## src/design/bts_pkg.sv

```systemverilog
`timescale 1ns / 1ps
// ----------------------------------------------------------------------------
// bts_pkg: shared types and constants of the bilinear texel sampler
// Texture geometry, fixed-point constants, action codes and the word that
// travels through the queue between the front and back parts.
// ----------------------------------------------------------------------------
package bts_pkg;

	// texture geometry
	localparam int MAX_SIDE = 256;
	localparam int TEXELS   = 65536;
	localparam int SIDE_W   = 9;
	localparam int ADDR_W   = $clog2(TEXELS);

	// fixed point
	localparam int COORD_W = 17;
	localparam int FRAC_W  = 16;
	localparam logic [COORD_W-1:0] ONE_Q16 = COORD_W'(1 << FRAC_W);

	// action codes
	localparam logic ACT_WRITE  = 1'b0;
	localparam logic ACT_SAMPLE = 1'b1;

	// configuration register indexes
	localparam logic REG_WIDTH  = 1'b0;
	localparam logic REG_HEIGHT = 1'b1;

	// queue between front and back
	localparam int QUEUE_DEPTH = 4;

	typedef struct packed {
		logic                         sample;
		logic [ADDR_W-1:0]            waddr;
		logic [7:0]                   wdata;
		logic [3:0][ADDR_W-1:0]       addr;   // c00, c10, c01, c11
		logic [FRAC_W-1:0]            fx;
		logic [FRAC_W-1:0]            fy;
	} q_entry_t;

	typedef struct packed {
		logic full;
		logic empty;
	} q_stat_t;

endpackage

```

## src/design/bts_front.sv

```systemverilog
`timescale 1ns / 1ps
// ----------------------------------------------------------------------------
// bts_front: input stage of the bilinear texel sampler
// Accepts words, scales the coordinates by the texture size and forms the
// four clamped texel addresses before handing the word to the queue.
// ----------------------------------------------------------------------------
module bts_front import bts_pkg::*; (
	input  logic                clk,
	input  logic                arst_n,
	input  logic [SIDE_W-1:0]   side_w,
	input  logic [SIDE_W-1:0]   side_h,
	input  logic                in_valid,
	output logic                in_stall,
	input  logic                action,
	input  logic [15:0]         texel_index,
	input  logic [7:0]          texel_value,
	input  logic [COORD_W-1:0]  u_coord,
	input  logic [COORD_W-1:0]  v_coord,
	input  q_stat_t             q_stat,
	output logic                q_push,
	output q_entry_t            q_data
);

	localparam int PROD_W = COORD_W + SIDE_W;
	localparam int INT_W  = PROD_W - FRAC_W;
	localparam int ROW_W  = 2 * SIDE_W;

	logic                adv;
	logic                valid_s1;
	logic                action_s1;
	logic [15:0]         index_s1;
	logic [7:0]          value_s1;
	logic [PROD_W-1:0]   x_s1;
	logic [PROD_W-1:0]   y_s1;

	logic [COORD_W-1:0]  u_sat;
	logic [COORD_W-1:0]  v_sat;
	logic [INT_W-1:0]    xi, yi, xi1, yi1;
	logic [SIDE_W-1:0]   wm1, hm1;
	logic [SIDE_W-1:0]   x0, x1, y0, y1;
	logic [ROW_W-1:0]    row0, row1;

	// hold the stage while the queue is full
	assign adv      = !valid_s1 || !q_stat.full;
	assign in_stall = !adv;
	assign q_push   = valid_s1 && !q_stat.full;

	assign u_sat = (u_coord > ONE_Q16) ? ONE_Q16 : u_coord;
	assign v_sat = (v_coord > ONE_Q16) ? ONE_Q16 : v_coord;

	always_ff @(posedge clk or negedge arst_n) begin
		if (!arst_n) begin
			valid_s1 <= 1'b0;
		end else if (adv) begin
			valid_s1 <= in_valid;
		end
	end

	always_ff @(posedge clk) begin
		if (adv && in_valid) begin
			action_s1 <= action;
			index_s1  <= texel_index;
			value_s1  <= texel_value;
			x_s1      <= PROD_W'(u_sat) * PROD_W'(side_w);
			y_s1      <= PROD_W'(v_sat) * PROD_W'(side_h);
		end
	end

	// split, clamp to edge and form row-major addresses
	always_comb begin
		xi  = x_s1[PROD_W-1:FRAC_W];
		yi  = y_s1[PROD_W-1:FRAC_W];
		xi1 = xi + INT_W'(1);
		yi1 = yi + INT_W'(1);
		wm1 = side_w - SIDE_W'(1);
		hm1 = side_h - SIDE_W'(1);
		x0  = (xi  > INT_W'(wm1)) ? wm1 : xi[SIDE_W-1:0];
		x1  = (xi1 > INT_W'(wm1)) ? wm1 : xi1[SIDE_W-1:0];
		y0  = (yi  > INT_W'(hm1)) ? hm1 : yi[SIDE_W-1:0];
		y1  = (yi1 > INT_W'(hm1)) ? hm1 : yi1[SIDE_W-1:0];
		row0 = ROW_W'(y0) * ROW_W'(side_w);
		row1 = ROW_W'(y1) * ROW_W'(side_w);

		q_data.sample  = (action_s1 == ACT_SAMPLE);
		q_data.waddr   = index_s1[ADDR_W-1:0];
		q_data.wdata   = value_s1;
		q_data.addr[0] = ADDR_W'(row0 + ROW_W'(x0));
		q_data.addr[1] = ADDR_W'(row0 + ROW_W'(x1));
		q_data.addr[2] = ADDR_W'(row1 + ROW_W'(x0));
		q_data.addr[3] = ADDR_W'(row1 + ROW_W'(x1));
		q_data.fx      = x_s1[FRAC_W-1:0];
		q_data.fy      = y_s1[FRAC_W-1:0];
	end

endmodule

```

## config.mk

```make
export PLATFORM = sky130hd
export DESIGN_NAME = bts_front
export DESIGN_NICKNAME = d
export VERILOG_FILES = /design/src/design/bts_pkg.sv /design/src/design/bts_front.sv
export SDC_FILE = /design/constraint.sdc
export NUM_CORES = 1
export LEC_CHECK = 0
export ABC_AREA = 1
export BUFFER_PORTS_ARGS = -buffer_cell sky130_fd_sc_hd__buf_2
export CAP_MARGIN = 10
export CORE_ASPECT_RATIO = 0.7
export CORE_UTILIZATION = 65
export DETAILED_ROUTE_END_ITERATION = 7
export PLACE_DENSITY = 0.95
export RECOVER_POWER = 100
export SLEW_MARGIN = 20
export SYNTH_ARGS = -nofsm -noshare
export SYNTH_HDL_FRONTEND = slang
export SYNTH_SLANG_ARGS = --single-unit
```

## constraint.sdc

```tcl
create_clock -name clk -period 10.5 [get_ports clk]
set_input_delay 0.525 -clock clk [delete_from_list [all_inputs] [get_ports clk]]
set_output_delay 0.525 -clock clk [all_outputs]
set_load 0.03 [all_outputs]
```

# After elaboration in Yosys (flattened, before gate mapping)

Index checks and enable logic that the tools add are counted.

$add $sub $neg: 8
Multiply operators: 4
Order comparisons: 6
Muxes and demuxes: 6
Reductions and logical operators: 6

Operator list:

| operator              | count |
|---|---|
| $add 16x9->16         | 4 |
| $mul 17x9->26         | 2 |
| $gt 10x9->1           | 4 |
| $mux 9                | 4 |
| $gt 17x17->1 const B  | 2 |
| $mux 17               | 2 |
| $mul 9x9->16          | 2 |
| $add 10x1->10 const B | 2 |
| $sub 9x1->9 const B   | 2 |
| $logic_not 1->1       | 3 |
| $logic_and 1x1->1     | 2 |
| $logic_or 1x1->1      | 1 |

Flip-flop bits (word level): 78
Bits of input ports: 82
Output and inout bits: 123
Logic and storage cells: 36

# Logic depth before layout (Yosys ltp)

Depth after elaboration: 5
Depth in mapped cells: 48
Depth with buffers taken out: 47

# Worst setup path before layout

Ideal clock, no wire load.

Path type: input-to-output
Start point: in side_h[0]
End point: out q_data[46] (netlist name)
Arrival: 6.941 ns
Data required time: 9.975 ns
Setup slack: 3.034 ns
Stages: 40
Path buffers: 2
Cells stage by stage: buf_6 inv_4 ha_1 nand3_1 nor2_1 nand3_1 xor2_1 ha_1 nand2_1 inv_1 a21oi_2 nand3_2 nand2_4 inv_2 buf_6 nand2_1 o21ai_4 inv_1 [4 not listed] fa_1 inv_1 fa_1 inv_1 ha_1 a21o_1 inv_1 nor2_1 nor2_1 nand2_1 nand2_1 nand2_1 nand2_1 nand2_1 xor2_1 nor4_1 nand2_1 xor2_1

RTL lines:

| item        | RTL line        | RTL |
|---|---|---|
| from (decl) | bts_front.sv:11 | `input logic [SIDE_W-1:0] side_h,` |
| to (decl)   | bts_front.sv:21 | `output q_entry_t q_data` |

==> impl_metrics.toml <==
[global_routing]
groute.usage.overall_pct = 35.7
number_of_antenna_violations_at_the_first_check_in_global_routing = 0
grt_start_max_net_pins = 78
first_pass_grt_wire_length_um = 90500
total_congestion_overflow = 0
via_count_of_the_first_global_routing_pass = 18500

[clocking]
cts_resized = 0
postCtsSetupRepairBufs = 0
count_of_clock_tree_sinks = 78
total_cts_buffers = 9
cts-htree-levels = 3
clock_path_buffers = 2
tritoncts_clock_tree = "yes"
clkTransAtPathRegs_ps = 80
clk-insertion-delay-late_ps = 360
clk_root_buffer_cell = "sky130_fd_sc_hd__clkbuf_16"

[logic_synthesis]
yosysSeqAreaShare_pct = 11.4
synth_common_cells = "sky130_fd_sc_hd__inv_1, sky130_fd_sc_hd__nand2_1, sky130_fd_sc_hd__fa_1"
synthDistinctLibCells = 54
synth_compound_gate_area_share_pct = 5.92
post_synth_inst_count = 2588
synth_xor_xnor_area_share_pct = 5.93
number_of_flops_mapped_to_enable_cells_by_yosys = 77
post_synth_mux_area_share_pct = 0
synth_fa_ha_area_share_pct = 44.5
largest_family_of_logic_cells_by_synthesized_area = "adder cells"
synthArstFlopShare_pct = 1.28
syn_area_um2 = 20500
synth_ff_type = "sky130_fd_sc_hd__edfxtp_1"
synth_top_cell_by_area = "sky130_fd_sc_hd__fa_1"
most_common_cell_in_the_synthesized_netlist = "sky130_fd_sc_hd__inv_1"
synth_top_cells_by_area = "sky130_fd_sc_hd__fa_1, sky130_fd_sc_hd__ha_1, sky130_fd_sc_hd__edfxtp_1, sky130_fd_sc_hd__inv_1, sky130_fd_sc_hd__nand2_1"
synth_top_cell_area_share_pct = 30.7
ys.warnings.count = 0
synth-seq-cells = 78
syn-mean-instance-area_um2 = 7.92
synth_fp_nets = 3211
synth_simple_gate_area_share_pct = 18.7

[flow_run]
drv_cap = 2

[timing]
tightestPinTransition_ps = 4530
achievable-frequency_mhz = 111
worst_slack_ps = 1480
final_hold_viol_count = 0
period_needed_ps = 9020
fin_setup_tns_ps = 0
final-setup-viol-count = 0
final-max-slew-violation-count = 109
relative_slew_margins_pct = -202
rsz0062_at_grt = "no"
finalCritPeriodShare_pct = 85.9
finalClockSkew_ps = 17.2

[detailed_routing]
drt_iter0_markers = 1800
drcViolationCount = 0
detailedRoute.firstPassIterationCount = 8
vias_per_cell = 5.66
detail_route.wirelength_um = 55500
wire_per_inst_um = 17.7
ant_nets = 0
vias = 17700

[outcome]
violated_checks = "capacitance limit, slew limit"
result_of_the_run = "complete, but fails checks"

[cells_and_area]
post_route_cells_drive_above_1_share_pct = 5.55
syn_to_final_growth_pct = 5.68
layout.cells.non_filler = 3131
fillers = 2375
nNetsFinal = 3337
diodes = 0

[floorplanning]
placeableCoreArea_um2 = 30500
die_area_um2 = 32300
std_cell_rows = 53
die_height_um = 151
ioPinCount = 205
dieWidth_um = 214
start_util_pct = 67.2

[placement]
finalWeightedCongestion = 0.985
detailed_place_hpwl_um = 45400
placement.io_buffers = 203
dp_cells = 3114
dp_slack_ps = 1760

[hold_path]
hold_path_depth = 1
holdCritStartpoint = "texel_value[5]"
holdPathEnd = "value_s1[5]"
type_of_the_most_critical_hold_path = "in -> reg"

[setup_path]
cp-end-kind = "output pin"
setup.reg_to_reg.worst_slack_ps = 6130
worst_setup_path_start_kind = "primary input"
r2r_end = "x_s1[25]"
cp_max_fo = 14
crit_required_ps = 9980
critical-path-max-stage-delay_ps = 600
critical-path-slowest-cell = "sky130_fd_sc_hd__fa_1"
regToRegStartpoint = "valid_s1"
timing_worst_setup_path_type = "in -> out"
ff2ff_path_depth = 4
worst_ep_arrival_time_ps = 8500
-- layout make-up --
cell class	instances	area, µm²	area share (%)
Multi-Input combinational cell	1822	15400	71.0
Sequential cell	78	2340	10.8
Inverter	596	2240	10.3
Timing Repair Buffer	207	893	4.12
Tap cell	412	515	2.38
Clock buffer	9	225	1.04
Clock inverter	7	63.8	0.295
-- how the worst max path moves through the flow --
stage          startpoint          to  depth (start not counted)
5_1_grt         side_h[3]  q_data[63]                         39
6_report        side_h[3]  q_data[47]                         41
2_1_floorplan   side_h[0]  q_data[46]                         40
4_1_cts         side_h[3]  q_data[47]                         39
3_5_place_dp    side_h[3]  q_data[47]                         39
3_3_place_gp    side_h[3]  q_data[47]                         39
-- per-layer routing --
| metal | track usage (%) | wire length [µm] | up-vias |
|---|---|---|---|
| li1 | - | - | 8066 |
| met1 | 47.3 | 22100 | 8373 |
| met2 | 57.5 | 24600 | 1081 |
| met3 | 9.66 | 7120 | 191 |
| met4 | 11.1 | 1700 | 0 |
| met5 | 0 | 0 | - |
-- layout by cell type (no fill, tap or decap), types with 77 or more instances in the layout --
cell type                    n
sky130_fd_sc_hd__a21oi_1    96
sky130_fd_sc_hd__buf_2      82
sky130_fd_sc_hd__clkbuf_1  122
sky130_fd_sc_hd__edfxtp_1   77
sky130_fd_sc_hd__fa_1      314
sky130_fd_sc_hd__ha_1      227
sky130_fd_sc_hd__inv_1     581
sky130_fd_sc_hd__nand2_1   519
sky130_fd_sc_hd__nor2_1    275
sky130_fd_sc_hd__xor2_1    101
-- repair_timing --
item | 4_1_cts | 5_1_grt
hold buffers | 1 | 0
endpoints found under the setup margin | 0 | 0
hold endpoints to repair | 1 | 0
-- state kept, by name, summed over array words and instances, names as in the netlist --
name / flops
x_s1: 26
y_s1: 26
index_s1: 16
value_s1: 8
action_s1: 1
valid_s1: 1
-- stage by stage --
step	util (%)	hold slack, ps	area [µm²]
2_1_floorplan	-	229	20500
3_3_place_gp	70.6	301	21500
3_5_place_dp	70.6	301	21500
4_1_cts	71.6	327	21800
5_1_grt	71.0	320	21700
6_report	71.0	331	21700
-- kinds of logic after synthesis --
group                      Yosys count
and+or+nand+nor                    936
buffers and inverters              688
adders and majority gates          541
AOI/OAI and AO/OA                  208
xor gates and xnor gates           137
DFF                                 78
-- worst max-delay path: cells and delay by family --
family,cells,cell delay [ps]
adders and majority gates,6,2820
and+or+nand+nor,19,1990
xor gates and xnor gates,2,900
buffers and inverters,11,1620
AOI/OAI and AO/OA,3,630
Power is left out: the tool's default activity adds up to more than one toggle a clock period on the data nets, which glitch-free logic cannot reach.
