--- config.mk ---
export PLATFORM = sky130hd
export DESIGN_NAME = bts_queue
export DESIGN_NICKNAME = d
export VERILOG_FILES = /design/src/design/bts_pkg.sv /design/src/design/bts_queue.sv
export SDC_FILE = /design/constraint.sdc
export NUM_CORES = 1
export LEC_CHECK = 0
export BUFFER_PORTS_ARGS = -buffer_cell sky130_fd_sc_hd__buf_2
export CORE_MARGIN = 2
export CORE_UTILIZATION = 50
export DETAILED_ROUTE_END_ITERATION = 6
export PLACE_DENSITY = 0.74
export SYNTH_ARGS = -nofsm -noshare
export SYNTH_HDL_FRONTEND = slang
export SYNTH_SLANG_ARGS = --single-unit
--- constraint.sdc ---
create_clock -name clk -period 4.39 [get_ports clk]
set_input_delay 0.439 -clock clk [delete_from_list [all_inputs] [get_ports clk]]
set_output_delay 0.439 -clock clk [all_outputs]
set_load 0.01 [all_outputs]
--- src/design/bts_pkg.sv ---
`timescale 1ns / 1ps
// ----------------------------------------------------------------------------
// bts_pkg: shared types and constants of the bilinear texel sampler
// Texture geometry, fixed-point constants, action codes and the word that
// travels through the queue between the front and back parts.
// ----------------------------------------------------------------------------
package bts_pkg;

	// texture geometry
	localparam int MAX_SIDE = 256;
	localparam int TEXELS   = 65536;
	localparam int SIDE_W   = 9;
	localparam int ADDR_W   = $clog2(TEXELS);

	// fixed point
	localparam int COORD_W = 17;
	localparam int FRAC_W  = 16;
	localparam logic [COORD_W-1:0] ONE_Q16 = COORD_W'(1 << FRAC_W);

	// action codes
	localparam logic ACT_WRITE  = 1'b0;
	localparam logic ACT_SAMPLE = 1'b1;

	// configuration register indexes
	localparam logic REG_WIDTH  = 1'b0;
	localparam logic REG_HEIGHT = 1'b1;

	// queue between front and back
	localparam int QUEUE_DEPTH = 4;

	typedef struct packed {
		logic                         sample;
		logic [ADDR_W-1:0]            waddr;
		logic [7:0]                   wdata;
		logic [3:0][ADDR_W-1:0]       addr;   // c00, c10, c01, c11
		logic [FRAC_W-1:0]            fx;
		logic [FRAC_W-1:0]            fy;
	} q_entry_t;

	typedef struct packed {
		logic full;
		logic empty;
	} q_stat_t;

endpackage

--- src/design/bts_queue.sv ---
`timescale 1ns / 1ps
// ----------------------------------------------------------------------------
// bts_queue: short queue between front and back
// Registered FIFO that lets the front and back parts stall on their own.
// ----------------------------------------------------------------------------
module bts_queue import bts_pkg::*; (
	input  logic      clk,
	input  logic      arst_n,
	input  logic      push,
	input  q_entry_t  push_data,
	input  logic      pop,
	output q_entry_t  pop_data,
	output q_stat_t   stat
);

	localparam int PTR_W = $clog2(QUEUE_DEPTH);
	localparam int CNT_W = $clog2(QUEUE_DEPTH + 1);

	q_entry_t            entry_q [QUEUE_DEPTH];
	logic [PTR_W-1:0]    wr_ptr_q;
	logic [PTR_W-1:0]    rd_ptr_q;
	logic [CNT_W-1:0]    count_q;
	logic                do_push;
	logic                do_pop;

	assign stat.full  = (count_q == CNT_W'(QUEUE_DEPTH));
	assign stat.empty = (count_q == '0);
	assign do_push    = push && !stat.full;
	assign do_pop     = pop && !stat.empty;
	assign pop_data   = entry_q[rd_ptr_q];

	always_ff @(posedge clk or negedge arst_n) begin
		if (!arst_n) begin
			wr_ptr_q <= '0;
			rd_ptr_q <= '0;
			count_q  <= '0;
		end else begin
			if (do_push) begin
				wr_ptr_q <= wr_ptr_q + PTR_W'(1);
			end
			if (do_pop) begin
				rd_ptr_q <= rd_ptr_q + PTR_W'(1);
			end
			if (do_push && !do_pop) begin
				count_q <= count_q + CNT_W'(1);
			end else if (do_pop && !do_push) begin
				count_q <= count_q - CNT_W'(1);
			end
		end
	end

	always_ff @(posedge clk) begin
		if (do_push) begin
			entry_q[wr_ptr_q] <= push_data;
		end
	end

endmodule

Word level (Yosys, flattened, before mapping)
Memory sizes are Yosys's and may differ from the RTL's.
Cells that the tools add are included.

storage, ports and cells
  RAM bits = 484
  output and inout port bits = 123
  input port bits = 125
  register bits after elaboration = 7
  memories kept = 1

memories
  name     words  width  rd ports  clocked after Yosys merged registers in  wr ports  line             source
  entry_q  4      121    1         0                                        1         bts_queue.sv:19  q_entry_t entry_q [QUEUE_DEPTH];

cells by class
  mux-type cells = 4
  $add $sub $neg = 4
  reduce and logical (&&, ||, !) cells = 10
  equal/unequal tests = 1

operators by type and width
  kind                                                                 number
  3-bit 2-to-1 mux                                                     2
  2-bit by 1-bit adder with 2-bit output (second input constant)       2
  1-bit logical AND                                                    4
  1-bit zero test                                                      4
  3-bit by 1-bit adder with 3-bit output (second input constant)       1
  3-bit == test (second input constant)                                1
  3-bit zero test                                                      1
  3-bit by 1-bit subtractor with 3-bit output (second input constant)  1
  1-bit 2-to-1 mux                                                     2
  2-bit nonzero test                                                   1

Longest topological paths before layout
Gate-level depths: netlist of run 1.

  depth in word-level cells = 7
  mapped depth = 9

Least setup slack after synthesis of run 1
Ideal clock, no wire load.

  path type = register to register
  from = reg count_q[2]
  to = mem entry_q[0][0] in the netlist's numbering (enable)
  buffers on the path = 1
  path slack = 0.283 ns
  cell stages (with the launch flop) = 5
  data arrival time = 3.613 ns
  period minus slack after synthesis = 4.107 ns
  path through = dfrtp_1 nor3b_2 nor2b_1 buf_2 and2_1

RTL lines
  what                    line             source
  start, declared         bts_queue.sv:22  logic [CNT_W-1:0] count_q;
  start signal, assigned  bts_queue.sv:45  count_q <= count_q + CNT_W'(1);
  start signal, assigned  bts_queue.sv:47  count_q <= count_q - CNT_W'(1);
  end, declared           bts_queue.sv:19

==> flow_metrics.tcl, run 1 <==
set metrics [dict create \
    synth_fa_ha_area_frac 0.00462 \
    grt_pass1_wl_mm 49.5 \
    yosys.area_share.simple 0.00350 \
    cts_inserted_buffers 48 \
    drt_wl_total_mm 33.8 \
    critPathMaxFanout 66 \
    hold_violations 0 \
    rsz0062_at_grt "false" \
    grt_max_degree 84 \
    antenna_found_initial 12 \
    synthXorXnorAreaFrac 0.00294 \
    syn_to_final_growth_pct 18.5 \
    fin_nets 1082 \
    gr-total-overflow 0 \
    wl_per_cell_microns 23.2 \
    cts_tree "yes" \
    die_y_microns 193 \
    finalSetupViolCount 0 \
    drc 0 \
    synth_top_family_by_area "multiplexers" \
    ir_worst_vdd_v 0.000453 \
    setup.worst_path.start_class "register" \
    die-area_sq_mm 0.0373 \
    fmax_mhz 325 \
    syn_inst 669 \
    ant_nets 0 \
    ys_seq_area_frac 0.823 \
    htree_levels 2 \
    synth_area_per_cell_sq_um 26.7 \
    cp_top_family "flip-flops" \
    io_buffers 247 \
    dr.pass1.iters 4 \
    synth_compound_area_frac 0 \
    critPathBufInv 2 \
    dpl-instance-area_sq_mm 0.0197 \
    synth_warnings 0 \
    min_period_over_period 0.701 \
    drtIter0Drc 459 \
    place_congestion 0.729 \
    vias 8016 \
    seqCellArea_sq_mm 0.0147 \
    coreArea_sq_mm 0.0354 \
    num_rows 69 \
    synth_nets 800 \
    final_area_sq_mm 0.0212 \
    max-cap-violations 0 \
    cp_cell_sequence "buf_4 -> mux4_2 -> buf_2" \
    initial_core_util 0.505 \
    syn_area_sq_mm 0.0179 \
    clock_skew_ns 0.0151 \
    clk_pin_slew_ns 0.06 \
    fin_util 0.598 \
    critPathKind "reg -> out" \
    status "finished clean" \
    crit_path_end_kind "output port" \
    synth_mux_area_frac 0.154 \
    grt_pass1_vias 8125 \
    multi_input_area_sq_mm 0.00296 \
    cts_root_buf "clkbuf_16" \
    grt_usage 0.181 \
    dieWidth_microns 193 \
    cp.arrival_ns 2.64 \
    clockBufferDepth 3 \
    post_cts.repair.setup_buffers 0 \
    ios 248 \
    clock_latency_ns 0.55 \
    finalNonFillerCells 1455 \
    p_leak_nw 7.19 \
    crit_slowest_cell "dfrtp_4" \
    dp_hpwl_mm 20.2 \
    post-route-min-period_ns 3.08 \
    fin_tns_setup_ns 0 \
    p_per_area_mw_per_mm2 681 \
    worst_pin_slew_ns 1.05 \
    placedCellCount 1361 \
    drive_gt1_frac 0.454 \
    final_max_slew_viol_count 0 \
    vias_per_cell 5.51 \
    fillers 2519 \
    crit_path_max_incr_delay_ns 1.06 \
    cts_sinks 491 \
    synth_cell_type_count 22 \
    critPathRequiredTime_ns 3.95 \
    finalPower_mw 14.4 \
    hp-class "in -> reg" \
    ys_ff_latch 491 \
    max_slew_margin 0.300 \
]
## routing by layer
metal  GRT usage  part of all wire  wire, microns
met5           0            0.0022             73
met3      0.0682             0.094           3170
met4      0.0469             0.019            642
met2       0.266              0.46          15600
met1       0.260              0.42          14300
## worst paths after layout
check,start,endpoint,slack [ns],depth (start not counted)
worst max-delay path,rd_ptr_q[1],pop_data[91],1.31,3
worst min-delay path,push_data[81],entry_q[1][81],0.1,1
worst max register to register,count_q[2],entry_q[1][41],1.74,4
worst min register to register,count_q[2],count_q[2],0.51,1
max in group asynchronous,arst_n,rd_ptr_q[1],3.95,2
min in group asynchronous,arst_n,rd_ptr_q[0],0.25,2
## cell usage after synthesis
library cell / n / area, sq um
buf_4: 1 / 7.51
nand3_1: 1 / 5.00
mux2_2: 1 / 11.3
clkbuf_1: 3 / 11.3
edfxtp_1: 484 / 14500
ha_1: 5 / 62.6
buf_6: 9 / 101
fa_1: 1 / 20.0
and2_1: 4 / 25.0
nor2_1: 1 / 3.75
buf_1: 1 / 3.75
nor3b_2: 1 / 12.5
mux4_2: 121 / 2730
buf_2: 15 / 75.1
xnor2_1: 4 / 35.0
dfrtp_1: 7 / 175
xor2_1: 2 / 17.5
or3_1: 1 / 6.26
inv_1: 4 / 15.0
mux2_1: 1 / 11.3
nor2b_1: 1 / 6.26
nand2_1: 1 / 3.75
## timing repair
action                                  in CTS  in global routing
hold endpoints to repair                     7                  0
resized for setup                            0                  0
hold buffers                                 1                  0
endpoints found under the setup margin       0                  0
## stage by stage
step / worst slack, ns / hold WS, ns
global placement: 1.81 / 0.290
CTS: 1.19 / 0.0667
finish: 1.31 / 0.0991
detailed placement: 1.71 / 0.288
floorplan: 0.283 / 0.143
global route: 1.17 / 0.0780
## report_power, final
part	internal, mW	switching, mW
combinational	1.89	2.17
clock	2.18	1.61
sequential	6.20	0.381
## cells in the final DEF, fill, tap and decap left out, types with 3 or more instances in the layout
| master | synthesis | layout |
|---|---|---|
| buf_4 | 1 | 6 |
| diode_2 | 0 | 6 |
| dfrtp_1 | 7 | 5 |
| edfxtp_1 | 484 | 484 |
| ha_1 | 5 | 5 |
| clkinv_1 | 0 | 9 |
| and2_4 | 0 | 4 |
| mux4_2 | 121 | 121 |
| buf_2 | 15 | 247 |
| clkinv_2 | 0 | 5 |
| clkbuf_1 | 3 | 18 |
| inv_6 | 0 | 3 |
| buf_12 | 0 | 7 |
| inv_1 | 4 | 4 |
| clkbuf_16 | 0 | 49 |
| xnor2_1 | 4 | 4 |
## logic make-up (layout without fill, tap and decap cells)
| kind of cell | count (synthesis) | in the layout |
|---|---|---|
| XOR/XNOR | 6 | 6 |
| adder cells (fa/ha/maj) | 6 | 6 |
| buffers and inverters | 33 | 352 |
| flip-flops | 491 | 491 |
| multiplexers | 123 | 123 |
| other | 0 | 6 |
| AND/OR/NAND/NOR | 10 | 10 |
## registers in the layout, indices dropped and copies added (netlist names)
signal	flops
count_q	3
entry_q	484
rd_ptr_q	2
wr_ptr_q	2
## final cells by class
type,instances,area share
timing repair buffer,261,0.0676
antenna,6,0.000709
clock inverter,20,0.00763
sequential,491,0.695
inverter,4,0.000709
clock buffer,67,0.0611
tap,461,0.0273
multi-input combinational,145,0.140
## worst register-to-register path, stage by stage (launching register included)
cell and delay [ns]:
dfrtp_1 0.40, nor3b_2 0.17, nor2b_1 0.48, and2_4 0.79
buf_4 0.49
Power figures use the tool's default switching activity.
==> inputs of run 2 (changes only) <==
- PLACE_DENSITY: 0.74 -> 0.71
- clock period: 4.39 -> 3 ns (I/O delays scaled with it)
==> flow_metrics.tcl, run 2 (synthesis results as in run 1) <==
set metrics [dict create \
    die_y_microns 193 \
    final_area_sq_mm 0.0225 \
    dieWidth_microns 193 \
    max_slew_margin 0.597 \
    hold_violations 0 \
    startpoint "rd_ptr_q[0]" \
    critPathKind "reg -> out" \
    ctsResizeCount 0 \
    num_rows 69 \
    fmax_mhz 376 \
    wl_per_cell_microns 21.8 \
    critPathMaxFanout 34 \
    crit_path_max_incr_delay_ns 0.68 \
    p_per_area_mw_per_mm2 954 \
    hp-class "in -> reg" \
    crit_slowest_cell "dfrtp_4" \
    worst_pin_slew_ns 0.604 \
    r2r_start "count_q[2]" \
    grt_pass1_wl_mm 51.5 \
    final_max_slew_viol_count 0 \
    grt_usage 0.187 \
    ios 248 \
    cts_inserted_buffers 49 \
    ff2ff_setup_slack_ns 0.76 \
    layout_commonest_cell "edfxtp_1" \
    critPathRequiredTime_ns 2.70 \
    setup.worst_path.start_class "register" \
    antenna_found_initial 4 \
    cp_cell_sequence "buf_12 -> mux4_2 -> buf_2" \
    place_congestion 0.705 \
    cts_sinks 491 \
    vias 8454 \
    gr-total-overflow 0 \
    place_ws_ns 0.788 \
    fin_nets 1212 \
    drc 0 \
    finalNonFillerCells 1585 \
    status "finished clean" \
    dp_hpwl_mm 20.7 \
    clock_skew_ns 0.0140 \
    ir_worst_vdd_v 0.000620 \
    clock_latency_ns 0.56 \
    drtIter0Drc 521 \
    grt_pass1_vias 9014 \
    largest_reg_flops 484 \
    syn_to_final_growth_pct 26.1 \
    finalPower_mw 21.5 \
    ant_nets 0 \
    htree_levels 2 \
    clk_pin_slew_ns 0.06 \
    die-area_sq_mm 0.0373 \
    drive_gt1_frac 0.412 \
    setup_slack_ns 0.340 \
    grt_max_degree 93 \
    placedCellCount 1369 \
    vias_per_cell 5.33 \
    fin_tns_setup_ns 0 \
    initial_core_util 0.505 \
    finalSetupViolCount 0 \
    r2r-end "count_q[2]" \
    cp.arrival_ns 2.36 \
    drt_wl_total_mm 34.6 \
    p_leak_nw 7.78 \
    io_buffers 247 \
    dpl-instance-area_sq_mm 0.0198 \
    coreArea_sq_mm 0.0354 \
    min_period_over_period 0.887 \
    clockBufferDepth 3 \
    top_regs "entry_q: 484 flops, count_q: 3 flops" \
    crit_path_end_kind "output port" \
    rsz0062_at_grt "false" \
    post_cts.repair.setup_buffers 0 \
    largest-register "entry_q" \
    ff2ff_path_depth 8 \
    cts_root_buf "clkbuf_16" \
    cts_tree "yes" \
    post-route-min-period_ns 2.66 \
    fillers 2335 \
    dr.pass1.iters 4 \
    setup.worst_path.end "pop_data[62]" \
    max-cap-violations 0 \
    final_cell_mix "484 x edfxtp_1, 247 x buf_2, 122 x dlygate4sd3_1" \
]
==> run 2: cell count changes in the layout (fill, tap and decap cells not counted) <==
| cell | before | now |
|---|---|---|
| clkbuf_1 | 18 | 14 |
| clkinv_2 | 5 | 8 |
| buf_4 | 6 | 9 |
| diode_2 | 6 | 4 |
| inv_6 | 3 | 1 |
| clkinv_4 | 0 | 1 |
| clkbuf_16 | 49 | 51 |
| clkinv_8 | 1 | 0 |
| dlygate4sd3_1 | 1 | 122 |
| buf_12 | 7 | 12 |
| clkinv_1 | 9 | 12 |
| clkinvlp_4 | 0 | 1 |
==> run 2: worst min-delay path by stage <==
stage / start / endpoint / depth (start not counted)
after floorplan: arst_n / count_q[0] / 0
after global placement: arst_n / count_q[0] / 1
after detailed placement: arst_n / count_q[0] / 1
after CTS: pop / rd_ptr_q[0] / 3
after global routing: pop / rd_ptr_q[0] / 3
final: pop / rd_ptr_q[0] / 3
==> run 2: through the flow <==
| stage | hold slack [ns] | util |
|---|---|---|
| 3_5_place_dp | 0.144 | 0.560 |
| 5_1_grt | 0.0231 | 0.637 |
| 3_3_place_gp | 0.143 | 0.560 |
| 6_report | 0.0327 | 0.637 |
| 2_1_floorplan | 0.00441 | - |
| 4_1_cts | 0.00609 | 0.636 |
==> run 2: final cells by class <==
class | count | area, sq um | area share
well taps | 461 | 577 | 0.0256
diodes | 4 | 10.0 | 0.000444
multi-input cells | 145 | 2960 | 0.131
inverters | 4 | 15.0 | 0.000666
clock buffers | 65 | 1330 | 0.0590
flip-flops and latches | 491 | 14700 | 0.653
clock inverters | 25 | 170 | 0.00755
repair buffers | 390 | 2770 | 0.123
==> run 2: report_power, final <==
group / switching (mW) / internal [mW] / total, mW
clock: 2.38 / 3.28 / 5.65
combinational: 3.33 / 2.97 / 6.30
sequential: 0.474 / 9.06 / 9.53
==> run 2: layer usage <==
layer	GRT usage	vias up	share of wire
met5	0	-	0
met4	0.0571	0	0.018
met3	0.0501	44	0.077
met2	0.295	283	0.48
met1	0.259	4414	0.43
li1	-	3713	-
==> run 2: critical path: cells and delay by family (launching register included) <==
| kind | cells | cell delay, ns |
|---|---|---|
| buffers and inverters | 2 | 0.49 |
| DFF | 1 | 0.68 |
| muxes | 1 | 0.58 |
==> run 2: repair_timing <==
item / CTS / global route
hold buffers: 122 / 0
setup endpoints to repair: 0 / 0
hold endpoints to repair: 491 / 0
